File: config.mk
export PLATFORM = sky130hd
export DESIGN_NAME = ring_fifo_with_drain
export DESIGN_NICKNAME = d
export VERILOG_FILES = /design/src/rtl/core/rfd_pkg.sv /design/src/rtl/core/rfd_store.sv /design/src/rtl/core/rfd_ctrl.sv /design/src/rtl/core/ring_fifo_with_drain.sv
export SDC_FILE = /design/constraint.sdc
export NUM_CORES = 1
export LEC_CHECK = 0
export ABC_AREA = 1
export BUFFER_PORTS_ARGS = -buffer_cell sky130_fd_sc_hd__buf_4
export CORE_ASPECT_RATIO = 0.6
export CORE_UTILIZATION = 60
export DETAILED_ROUTE_END_ITERATION = 8
export GPL_ROUTABILITY_DRIVEN = 1
export PLACE_DENSITY = 0.84
export SLEW_MARGIN = 25
export SYNTH_ARGS = -nofsm -noshare
export SYNTH_HDL_FRONTEND = slang
export SYNTH_SLANG_ARGS = --single-unit
File: constraint.sdc
create_clock -name clk -period 9.25 [get_ports clk]
set_clock_uncertainty 0.15 [all_clocks]
set_input_delay 0.925 -clock clk [delete_from_list [all_inputs] [get_ports clk]]
set_output_delay 0.925 -clock clk [all_outputs]
set_load 0.01 [all_outputs]
File: src/rtl/core/rfd_pkg.sv
// Shared types and constants for the ring FIFO with drain.
// No dependencies; imported by every module of the block.
`default_nettype none

package rfd_pkg;

  localparam int DEPTH      = 16;
  localparam int DATA_WIDTH = 32;
  localparam int PTR_W      = (DEPTH > 1) ? $clog2(DEPTH) : 1;
  localparam int CNT_W      = $clog2(DEPTH + 1);

  // Fixed field widths of the ports
  localparam int CAP_W  = 5;
  localparam int ROOM_W = 5;
  localparam int WORD_W = 32;
  localparam int FILL_W = 5;

  typedef enum logic [1:0] {
    OP_PUT   = 2'd0,
    OP_GET   = 2'd1,
    OP_DRAIN = 2'd2,
    OP_CLEAR = 2'd3
  } op_t;

  typedef enum logic [1:0] {
    ST_OK    = 2'd0,
    ST_FULL  = 2'd1,
    ST_EMPTY = 2'd2,
    ST_ROOM  = 2'd3
  } status_t;

  typedef struct packed {
    op_t                 operation;
    logic [WORD_W-1:0]   data_in;
    logic [ROOM_W-1:0]   drain_room;
  } in_item_t;

  typedef struct packed {
    status_t             status;
    logic [WORD_W-1:0]   data_out;
    logic                last;
    logic [FILL_W-1:0]   fill_level;
    logic                empty_flag;
    logic                full_flag;
    logic [FILL_W-1:0]   drained_number;
  } out_item_t;

  // Request to the entry store
  typedef struct packed {
    logic                  we;
    logic [PTR_W-1:0]      waddr;
    logic [DATA_WIDTH-1:0] wdata;
    logic                  re;
    logic [PTR_W-1:0]      raddr;
  } mem_req_t;

endpackage

`default_nettype wire

File: src/rtl/core/rfd_store.sv
// Entry store of the ring FIFO: one write and one registered read port.
// Depends on rfd_pkg for depth, widths and the request struct.
`default_nettype none

module rfd_store import rfd_pkg::*; (
  input  logic                  clk,
  input  mem_req_t              req,
  output logic [DATA_WIDTH-1:0] rdata
);

  logic [DATA_WIDTH-1:0] mem [DEPTH];

  // Write on request, registered read; rdata holds otherwise
  always_ff @(posedge clk) begin
    if (req.we) begin
      mem[req.waddr] <= req.wdata;
    end
    if (req.re) begin
      rdata <= mem[req.raddr];
    end
  end

endmodule

`default_nettype wire

File: src/rtl/core/rfd_ctrl.sv
// Sequencer of the ring FIFO: pointers, fill count, capacity and the result register.
// Depends on rfd_pkg; drives the entry store in rfd_store.
`default_nettype none

module rfd_ctrl import rfd_pkg::*; (
  input  logic                  clk,
  input  logic                  rst,
  input  logic                  in_valid,
  output logic                  in_stall,
  input  in_item_t              in_data,
  output logic                  out_valid,
  input  logic                  out_stall,
  output out_item_t             out_data,
  input  logic                  cfg_write,
  input  logic [CAP_W-1:0]      cfg_data,
  output mem_req_t              mem_req,
  input  logic [DATA_WIDTH-1:0] rdata
);

  typedef enum logic [2:0] {
    S_IDLE = 3'b001,
    S_EXEC = 3'b010,
    S_DATA = 3'b100
  } state_t;

  state_t              state, state_next;
  op_t                 op, op_next;
  logic [WORD_W-1:0]   word, word_next;
  logic [ROOM_W-1:0]   room, room_next;
  logic [CAP_W-1:0]    capacity, capacity_next;
  logic [PTR_W-1:0]    rd_ptr, rd_ptr_next;
  logic [PTR_W-1:0]    wr_ptr, wr_ptr_next;
  logic [CNT_W-1:0]    fill, fill_next;
  logic [CNT_W-1:0]    total, total_next;
  logic [CNT_W-1:0]    cap_use;
  logic [CNT_W-1:0]    emit_fill;
  logic                out_free;
  logic                emit;
  out_item_t           emit_item;

  // Step a pointer, wrapping at the capacity in use
  function automatic logic [PTR_W-1:0] step_ptr(input logic [PTR_W-1:0] p,
                                                input logic [CNT_W-1:0] lim);
    logic [CNT_W:0] n;
    n = (CNT_W+1)'(p) + (CNT_W+1)'(1);
    return (n >= (CNT_W+1)'(lim)) ? '0 : PTR_W'(n);
  endfunction

  // Clamp the capacity register to 1..DEPTH
  always_comb begin
    if (capacity == '0) begin
      cap_use = CNT_W'(1);
    end else if (int'(capacity) > DEPTH) begin
      cap_use = CNT_W'(DEPTH);
    end else begin
      cap_use = CNT_W'(capacity);
    end
  end

  assign in_stall = (state != S_IDLE);
  assign out_free = !out_valid || !out_stall;

  // Sequence one item: accept, execute, stream popped words
  always_comb begin
    state_next    = state;
    op_next       = op;
    word_next     = word;
    room_next     = room;
    capacity_next = capacity;
    rd_ptr_next   = rd_ptr;
    wr_ptr_next   = wr_ptr;
    fill_next     = fill;
    total_next    = total;
    mem_req       = '0;
    emit          = 1'b0;
    emit_item     = '0;
    emit_item.last = 1'b1;
    emit_item.status = ST_OK;

    unique case (state)
      S_IDLE: begin
        if (in_valid) begin
          op_next    = in_data.operation;
          word_next  = in_data.data_in;
          room_next  = in_data.drain_room;
          state_next = S_EXEC;
        end
      end
      S_EXEC: begin
        if (out_free) begin
          unique case (op) inside
            OP_PUT: begin
              emit       = 1'b1;
              state_next = S_IDLE;
              if (fill >= cap_use) begin
                emit_item.status = ST_FULL;
              end else begin
                mem_req.we    = 1'b1;
                mem_req.waddr = wr_ptr;
                mem_req.wdata = DATA_WIDTH'(word);
                wr_ptr_next   = step_ptr(wr_ptr, cap_use);
                fill_next     = fill + CNT_W'(1);
              end
            end
            OP_GET, OP_DRAIN: begin
              if (fill == '0) begin
                emit             = 1'b1;
                emit_item.status = ST_EMPTY;
                state_next       = S_IDLE;
              end else if (op == OP_DRAIN && int'(room) < int'(fill)) begin
                emit             = 1'b1;
                emit_item.status = ST_ROOM;
                state_next       = S_IDLE;
              end else begin
                // Pop the first word; data arrives next cycle
                mem_req.re  = 1'b1;
                mem_req.raddr = rd_ptr;
                rd_ptr_next = step_ptr(rd_ptr, cap_use);
                fill_next   = fill - CNT_W'(1);
                total_next  = fill;
                state_next  = S_DATA;
              end
            end
            OP_CLEAR: begin
              rd_ptr_next = '0;
              wr_ptr_next = '0;
              fill_next   = '0;
              emit        = 1'b1;
              state_next  = S_IDLE;
            end
            default: state_next = S_IDLE;
          endcase
        end
      end
      S_DATA: begin
        if (out_free) begin
          emit               = 1'b1;
          emit_item.data_out = WORD_W'(rdata);
          if (op == OP_DRAIN && fill != '0) begin
            // Deliver this word and fetch the next one
            emit_item.last = 1'b0;
            mem_req.re     = 1'b1;
            mem_req.raddr  = rd_ptr;
            rd_ptr_next    = step_ptr(rd_ptr, cap_use);
            fill_next      = fill - CNT_W'(1);
          end else begin
            if (op == OP_DRAIN) begin
              emit_item.drained_number = FILL_W'(total);
            end
            state_next = S_IDLE;
          end
        end
      end
      default: state_next = S_IDLE;
    endcase

    // Flags reflect the fill level after this result; a streamed word was
    // already counted out when it was fetched
    emit_fill = (state == S_DATA) ? fill : fill_next;
    emit_item.fill_level = FILL_W'(emit_fill);
    emit_item.empty_flag = (emit_fill == '0);
    emit_item.full_flag  = (emit_fill == cap_use);

    // Capacity write empties the buffer
    if (cfg_write) begin
      capacity_next = cfg_data;
      rd_ptr_next   = '0;
      wr_ptr_next   = '0;
      fill_next     = '0;
    end
  end

  // Control state
  always_ff @(posedge clk) begin
    if (rst) begin
      state    <= S_IDLE;
      capacity <= CAP_W'(DEPTH);
      rd_ptr   <= '0;
      wr_ptr   <= '0;
      fill     <= '0;
      total    <= '0;
    end else begin
      state    <= state_next;
      capacity <= capacity_next;
      rd_ptr   <= rd_ptr_next;
      wr_ptr   <= wr_ptr_next;
      fill     <= fill_next;
      total    <= total_next;
    end
  end

  // Latched item payload
  always_ff @(posedge clk) begin
    op   <= op_next;
    word <= word_next;
    room <= room_next;
  end

  // Result register: load on emit, drop on transfer
  always_ff @(posedge clk) begin
    if (rst) begin
      out_valid <= 1'b0;
    end else if (emit) begin
      out_valid <= 1'b1;
    end else if (!out_stall) begin
      out_valid <= 1'b0;
    end
  end

  always_ff @(posedge clk) begin
    if (emit) begin
      out_data <= emit_item;
    end
  end

endmodule

`default_nettype wire

File: src/rtl/core/ring_fifo_with_drain.sv
// Ring FIFO with drain: a put, get, drain or clear per input transfer.
// Sequence: an item is latched while idle, then executed; put, clear and refused items
// load their result from the execute step, a get or drain first reads the store and
// delivers its first word from the data step, later drain words follow each cycle
// while the output is not stalled. One item at a time: in_stall is high until it is done.
// Reset (sync, rst high) empties the buffer and sets capacity to 16; the store is not cleared.
`default_nettype none

module ring_fifo_with_drain import rfd_pkg::*; (
  input  logic             clk,
  input  logic             rst,
  input  logic             in_valid,
  output logic             in_stall,
  input  in_item_t         in_data,
  output logic             out_valid,
  input  logic             out_stall,
  output out_item_t        out_data,
  input  logic             cfg_write,
  input  logic [CAP_W-1:0] cfg_data
);

  mem_req_t              mem_req;
  logic [DATA_WIDTH-1:0] rdata;

  // Sequencer with result register
  rfd_ctrl u_ctrl (
    .clk       (clk),
    .rst       (rst),
    .in_valid  (in_valid),
    .in_stall  (in_stall),
    .in_data   (in_data),
    .out_valid (out_valid),
    .out_stall (out_stall),
    .out_data  (out_data),
    .cfg_write (cfg_write),
    .cfg_data  (cfg_data),
    .mem_req   (mem_req),
    .rdata     (rdata)
  );

  // Entry store
  rfd_store u_store (
    .clk   (clk),
    .req   (mem_req),
    .rdata (rdata)
  );

endmodule

`default_nettype wire

Word-level counts from Yosys, hierarchy flattened

Memory sizes are Yosys's and may differ from the RTL's. A register that Yosys moved wholly into a read port is not among the register bits.
Index checks and enable logic that the tools add are counted.

Bits in registers: 113
Bits in writable memories: 512
Input bits: 49
Output and inout bits: 49
Logic and storage cells: 128
Memories: 1

Add/subtract/negate cells: 4
Order comparisons: 5
Equal/unequal tests: 18
Multiplexer cells: 55
Bitwise gates (word level): 5
Reductions and logical operators: 23

Memory list:

| name        | words | bits a word | rd ports | clocked after memory_dff | wr ports | RTL line        | source |
|---|---|---|---|---|---|---|---|
| u_store.mem | 16    | 32          | 1        | 1                        | 1        | rfd_store.sv:11 | `logic [DATA_WIDTH-1:0] mem [DEPTH];` |

Operator list:

| operator            | count |
|---|---|
| $mux 37             | 3 |
| $mux 5              | 14 |
| $mux 42             | 1 |
| $mux 4              | 8 |
| $pmux 4 s2          | 3 |
| $mux 3              | 7 |
| $pmux 5 s2          | 2 |
| $logic_not 5->1     | 3 |
| $pmux 5 s3          | 1 |
| $ge 6x5->1          | 2 |
| $add 4x1->5 const B | 2 |
| $mux 1              | 10 |
| $pmux 3 s3          | 1 |
| $ne 2x1->1 const B  | 4 |
| $reduce_and 4->1    | 2 |
| $reduce_and 7->1    | 1 |
| $ne 2x2->1 const B  | 3 |
| $ne 3x3->1 const B  | 2 |
| $reduce_and 2->1    | 3 |
| $reduce_or 2->1     | 3 |
| $add 5x1->5 const B | 1 |
| $eq 5x5->1          | 1 |
| $ge 5x5->1          | 1 |
| $gt 5x5->1 const B  | 1 |
| other kinds (21)    | 31 |

Longest topological paths before layout

Word-level depth: 10
Gate-level depth with buffers: 23
Mapped depth without buffers: 23

Cells and area by module

Synthesis repeated with hierarchy kept, for this count alone.

Cell total of the unflattened synthesis: 2,739
Area total of the unflattened synthesis: 28,772.6 µm²

By module, submodules not included:

| module    | instances | cells each | area each (µm²) | sequential area each (µm²) |
|---|---|---|---|---|
| rfd_store | 1         | 2,120      | 23,050.9        | 16,335.7 |
| rfd_ctrl  | 1         | 619        | 5,721.7         | 3,123.0 |

Least setup slack after synthesis

No wires, ideal clock.

Path type: reg2reg
Start: register u_ctrl.capacity[0]
End: memory u_store.mem[0][0], enable pin
Library setup time: 461 ps
Arrival: 4,261 ps
Required time: 8,639 ps
Setup slack: 4,378 ps
Stages on the path, launching flop included: 12
Buffers on the path: 1
Clock period less this slack: 4,872 ps
Path through: dfxtp_1 nor4_1 nor2_1 nor2_1 ha_1 inv_1 nand2_1 nand2_1 nand4_1 or2_2 clkbuf_1 nor3_1

Longest elaborated chain between the ends: 10
Elaborated cells between the ends (all ways): 11
Classes of those cells: order compare (2); mux (8); reduce/logical (1)

RTL lines:

| item                         | RTL line        | source |
|---|---|---|
| start, declared              | rfd_ctrl.sv:30  | `logic [CAP_W-1:0] capacity, capacity_next;` |
| start signal, assigned       | rfd_ctrl.sv:177 | `capacity <= CAP_W'(DEPTH);` |
| start signal, assigned       | rfd_ctrl.sv:184 | `capacity <= capacity_next;` |
| $gt 5x5->1                   | rfd_ctrl.sv:53  | `end else if (int'(capacity) > DEPTH) begin` |
| $mux 5                       | rfd_ctrl.sv:53  |  |
| $mux 5 (*)                   | rfd_ctrl.sv:51  | `if (capacity == '0) begin` |
| $ge 5x5->1 (*)               | rfd_ctrl.sv:95  | `if (fill >= cap_use) begin` |
| $mux 37 (*)                  | rfd_ctrl.sv:95  |  |
| $mux 37 (*)                  | rfd_ctrl.sv:91  | `unique case (op) inside` |
| $mux 42 (*)                  | rfd_ctrl.sv:90  | `if (out_free) begin` |
| $mux 37 (*)                  | rfd_ctrl.sv:80  | `unique case (state)` |
| $mux 1                       | rfd_store.sv:15 | `if (req.we) begin` |
| $mux 1 (implied by the code) | rfd_store.sv:16 | `mem[req.waddr] <= req.wdata;` |
| end, declared                | rfd_store.sv:11 |  |

Every way passes the cells marked *; elsewhere a longest branch is shown, timed or not.

==> results.json <==
{
  "clockBufferDepth": 3,
  "initial_antenna_violation_count": 0,
  "layout_nets": 2404,
  "end_kind": "register",
  "drt_drc_violations_left": 0,
  "postSynth.asyncResetShare_pct": 0,
  "min_path_type": "register to register",
  "timing_worst_setup_path_type": "register to register",
  "grt_start_max_net_pins": 168,
  "postSynthRegisterBits": 657,
  "final_cell_count_no_fill": 2964,
  "postCtsResizedCells": 0,
  "groute.usage.overall_pct": 27.9,
  "hold_viol": 0,
  "synth_enable_flop_cells": 630,
  "cellLeakagePower_nw": 10.7,
  "cp.required_ps": 9570,
  "die-width_um": 278,
  "syn_area_per_cell_um2": 12.1,
  "setup_viol": 0,
  "post_cts_hold_buffer_count": 0,
  "max_cap_violations": 0,
  "yosys_most_used_dff": "sky130_fd_sc_hd__edfxtp_1",
  "run_status": "finished, final reports clean",
  "insertedDiodeCount": 0,
  "max_slew.worst_pin.slew_ps": 1020,
  "gp_congestion": 0.916,
  "final.period_utilization_pct": 64.0,
  "timing.critical_path.arrival_ps": 6240,
  "first_pass_grt_wire_length_um": 98500,
  "placeableCoreArea_um2": 44900,
  "via_count": 18000,
  "grt_setup_unrepaired": "no",
  "tritoncts": "done",
  "crit_fanout": 167,
  "max-slew-margin-rel_pct": 31.9,
  "final_antenna_net_count": 0,
  "tritoncts_num_sinks": 657,
  "start_kind": "register",
  "power.ir.vdd_worst_v": 0.000144,
  "post_dp_hpwl_um": 34500,
  "post_cts_buffers": 0,
  "synth_seq_area_share_pct": 71.1,
  "yosys_warnings": 0,
  "power_dens_cells_nw_per_um2": 199,
  "floorplan.die.height_um": 167,
  "drt_iter0_drc": 2734,
  "maxClockFrequency_mhz": 169,
  "postSynthCellCount": 2262,
  "tritoncts.num_buffers": 56,
  "root_buffer": "sky130_fd_sc_hd__clkbuf_16",
  "first_pass_iters": 6,
  "wl_per_cell_um": 22.0,
  "finalMaxSlewViolations": 0,
  "post-route-min-period_ps": 5920,
  "die_area_um2": 46500,
  "post_route_cells_drive_above_1_share_pct": 12.0,
  "io_buffers": 97,
  "aggregate_global_routing_overflow": 0,
  "drt-total-wl_um": 65100,
  "clkLatencyLatePin_ps": 600,
  "ys_types": 46,
  "clk_transition_reported_paths_ps": 70,
  "vias_in_the_first_global_route": 17400,
  "io-pin-count": 98,
  "postSynthNetCount": 2338,
  "cts_max_level": 2,
  "synth_area_um2": 27400,
  "placement_rows": 60,
  "fin_setup_tns_ps": 0,
  "placed_cells": 2859,
  "initial_utilization_pct": 61.0,
  "area.growth.synth_to_final_pct": 11.3,
  "post_drt_via_cell_ratio": 6.08
}
[cells in the mapped netlist, drive strengths merged (2+ instances only)]
| master | count | area, um2 |
|---|---|---|
| a21oi | 30 | 150 |
| nor2 | 321 | 1230 |
| nand2 | 433 | 1690 |
| o21ai | 182 | 911 |
| dfxtp | 27 | 541 |
| nor3 | 8 | 51.3 |
| a21boi | 2 | 15.0 |
| o21a | 5 | 37.5 |
| clkinv | 2 | 8.75 |
| nand4 | 11 | 68.8 |
| inv | 166 | 631 |
| edfxtp | 630 | 18900 |
| xor2 | 6 | 52.6 |
| o211ai | 128 | 1120 |
| a31oi | 2 | 12.5 |
| clkbuf | 34 | 128 |
| ha | 27 | 338 |
| or2 | 33 | 206 |
| buf | 81 | 526 |
| a22oi | 2 | 15.0 |
| nand3 | 126 | 666 |
[registers in the layout, indices dropped and copies added, names as in the netlist]
signal            flops
u_store.rdata        32
u_ctrl.op             2
u_ctrl.out_valid      1
u_ctrl.total          5
u_ctrl.word          32
u_ctrl.wr_ptr         4
u_ctrl.state          3
u_ctrl.room           5
u_ctrl.fill           5
u_ctrl.out_data      47
u_ctrl.capacity       5
u_ctrl.rd_ptr         4
u_store.mem         512
[area by class of cell]
type                            count  area (um2)
Clock inverter                     37         449
Tap cell                          589         737
Clock buffer                       68        1470
Sequential cell                   657       19500
Inverter                          168         646
Multi-Input combinational cell   1322        6760
Timing Repair Buffer              123         935
Fill cell                        2997       14400
[where the power goes]
| part | internal, mW | switching [mW] | total (mW) |
|---|---|---|---|
| Sequential | 3.31 | 0.0247 | 3.33 |
| Combinational | 0.0755 | 0.185 | 0.260 |
| Clock | 1.41 | 1.06 | 2.47 |
[worst paths after layout]
check / start / end / slack [ps] / cells past startpoint
hold reg to reg: u_ctrl.total[4]$_SDFFE_PP0P_ / u_ctrl.total[4]$_SDFFE_PP0P_ / 320 / 2
hold / removal: u_ctrl.total[4]$_SDFFE_PP0P_ / u_ctrl.total[4]$_SDFFE_PP0P_ / 320 / 2
setup / recovery: u_ctrl.fill[3]$_SDFF_PP0_ / u_store.rdata[9]$_DFFE_PP_ / 3330 / 19
setup reg to reg: u_ctrl.fill[3]$_SDFF_PP0_ / u_store.rdata[9]$_DFFE_PP_ / 3330 / 19
[layer usage]
layer,global-route usage [%],share of wire (%)
met5,0,0
met4,9.13,2.5
met3,5.16,12
met2,43.3,46
met1,40.4,39
[logic make-up (layout without fill, tap and decap cells)]
logic type,count (synthesis),count (layout),synth area share (%)
AOI/OAI and AO/OA,354,354,8.36
and+or+nand+nor,935,935,14.4
DFF,657,657,71.1
buffers and inverters,283,396,4.72
adders and majority gates,27,27,1.23
xor gates and xnor gates,6,6,0.192
[layout by cell type, fill, tap and decap left out, types with 57 or more instances in the layout]
master	instances
sky130_fd_sc_hd__buf_4	120
sky130_fd_sc_hd__clkbuf_16	57
sky130_fd_sc_hd__o211ai_1	96
sky130_fd_sc_hd__edfxtp_1	630
sky130_fd_sc_hd__nor2_1	300
sky130_fd_sc_hd__nand2_1	425
sky130_fd_sc_hd__o21ai_0	99
sky130_fd_sc_hd__inv_1	157
sky130_fd_sc_hd__nand3_1	122
sky130_fd_sc_hd__o21ai_1	83
[through the flow]
stage	area, um2	setup WS (ps)	utilization [%]	hold WS [ps]	power [mW]
5_1_grt	30500	3020	67.8	318	6.22
4_1_cts	30400	3390	67.8	313	6.08
3_5_place_dp	28500	3500	63.6	303	3.66
2_1_floorplan	27400	4380	-	279	3.54
3_3_place_gp	28500	3620	63.5	302	3.65
6_report	30500	3330	67.8	319	6.06
[critical path, cell delays in order, from the launching register on]
cell                       delay (ps)
sky130_fd_sc_hd__dfxtp_1          670
sky130_fd_sc_hd__inv_1            220
sky130_fd_sc_hd__ha_1             350
sky130_fd_sc_hd__nand2_1           70
sky130_fd_sc_hd__nor2_1           100
sky130_fd_sc_hd__nand2_1           80
sky130_fd_sc_hd__nand3_2          140
sky130_fd_sc_hd__nand2_2           90
sky130_fd_sc_hd__nand2_4          100
sky130_fd_sc_hd__nand3_4          160
sky130_fd_sc_hd__nand2_4          650
sky130_fd_sc_hd__nand2_8          740
sky130_fd_sc_hd__inv_4            960
sky130_fd_sc_hd__buf_4            580
sky130_fd_sc_hd__nand2_1          120
sky130_fd_sc_hd__nand2_1          100
sky130_fd_sc_hd__nand2_1           70
sky130_fd_sc_hd__o211ai_1         160
sky130_fd_sc_hd__nand3_1          110
sky130_fd_sc_hd__nand2_1          100
No activity file was read; power rests on OpenSTA's default activity.
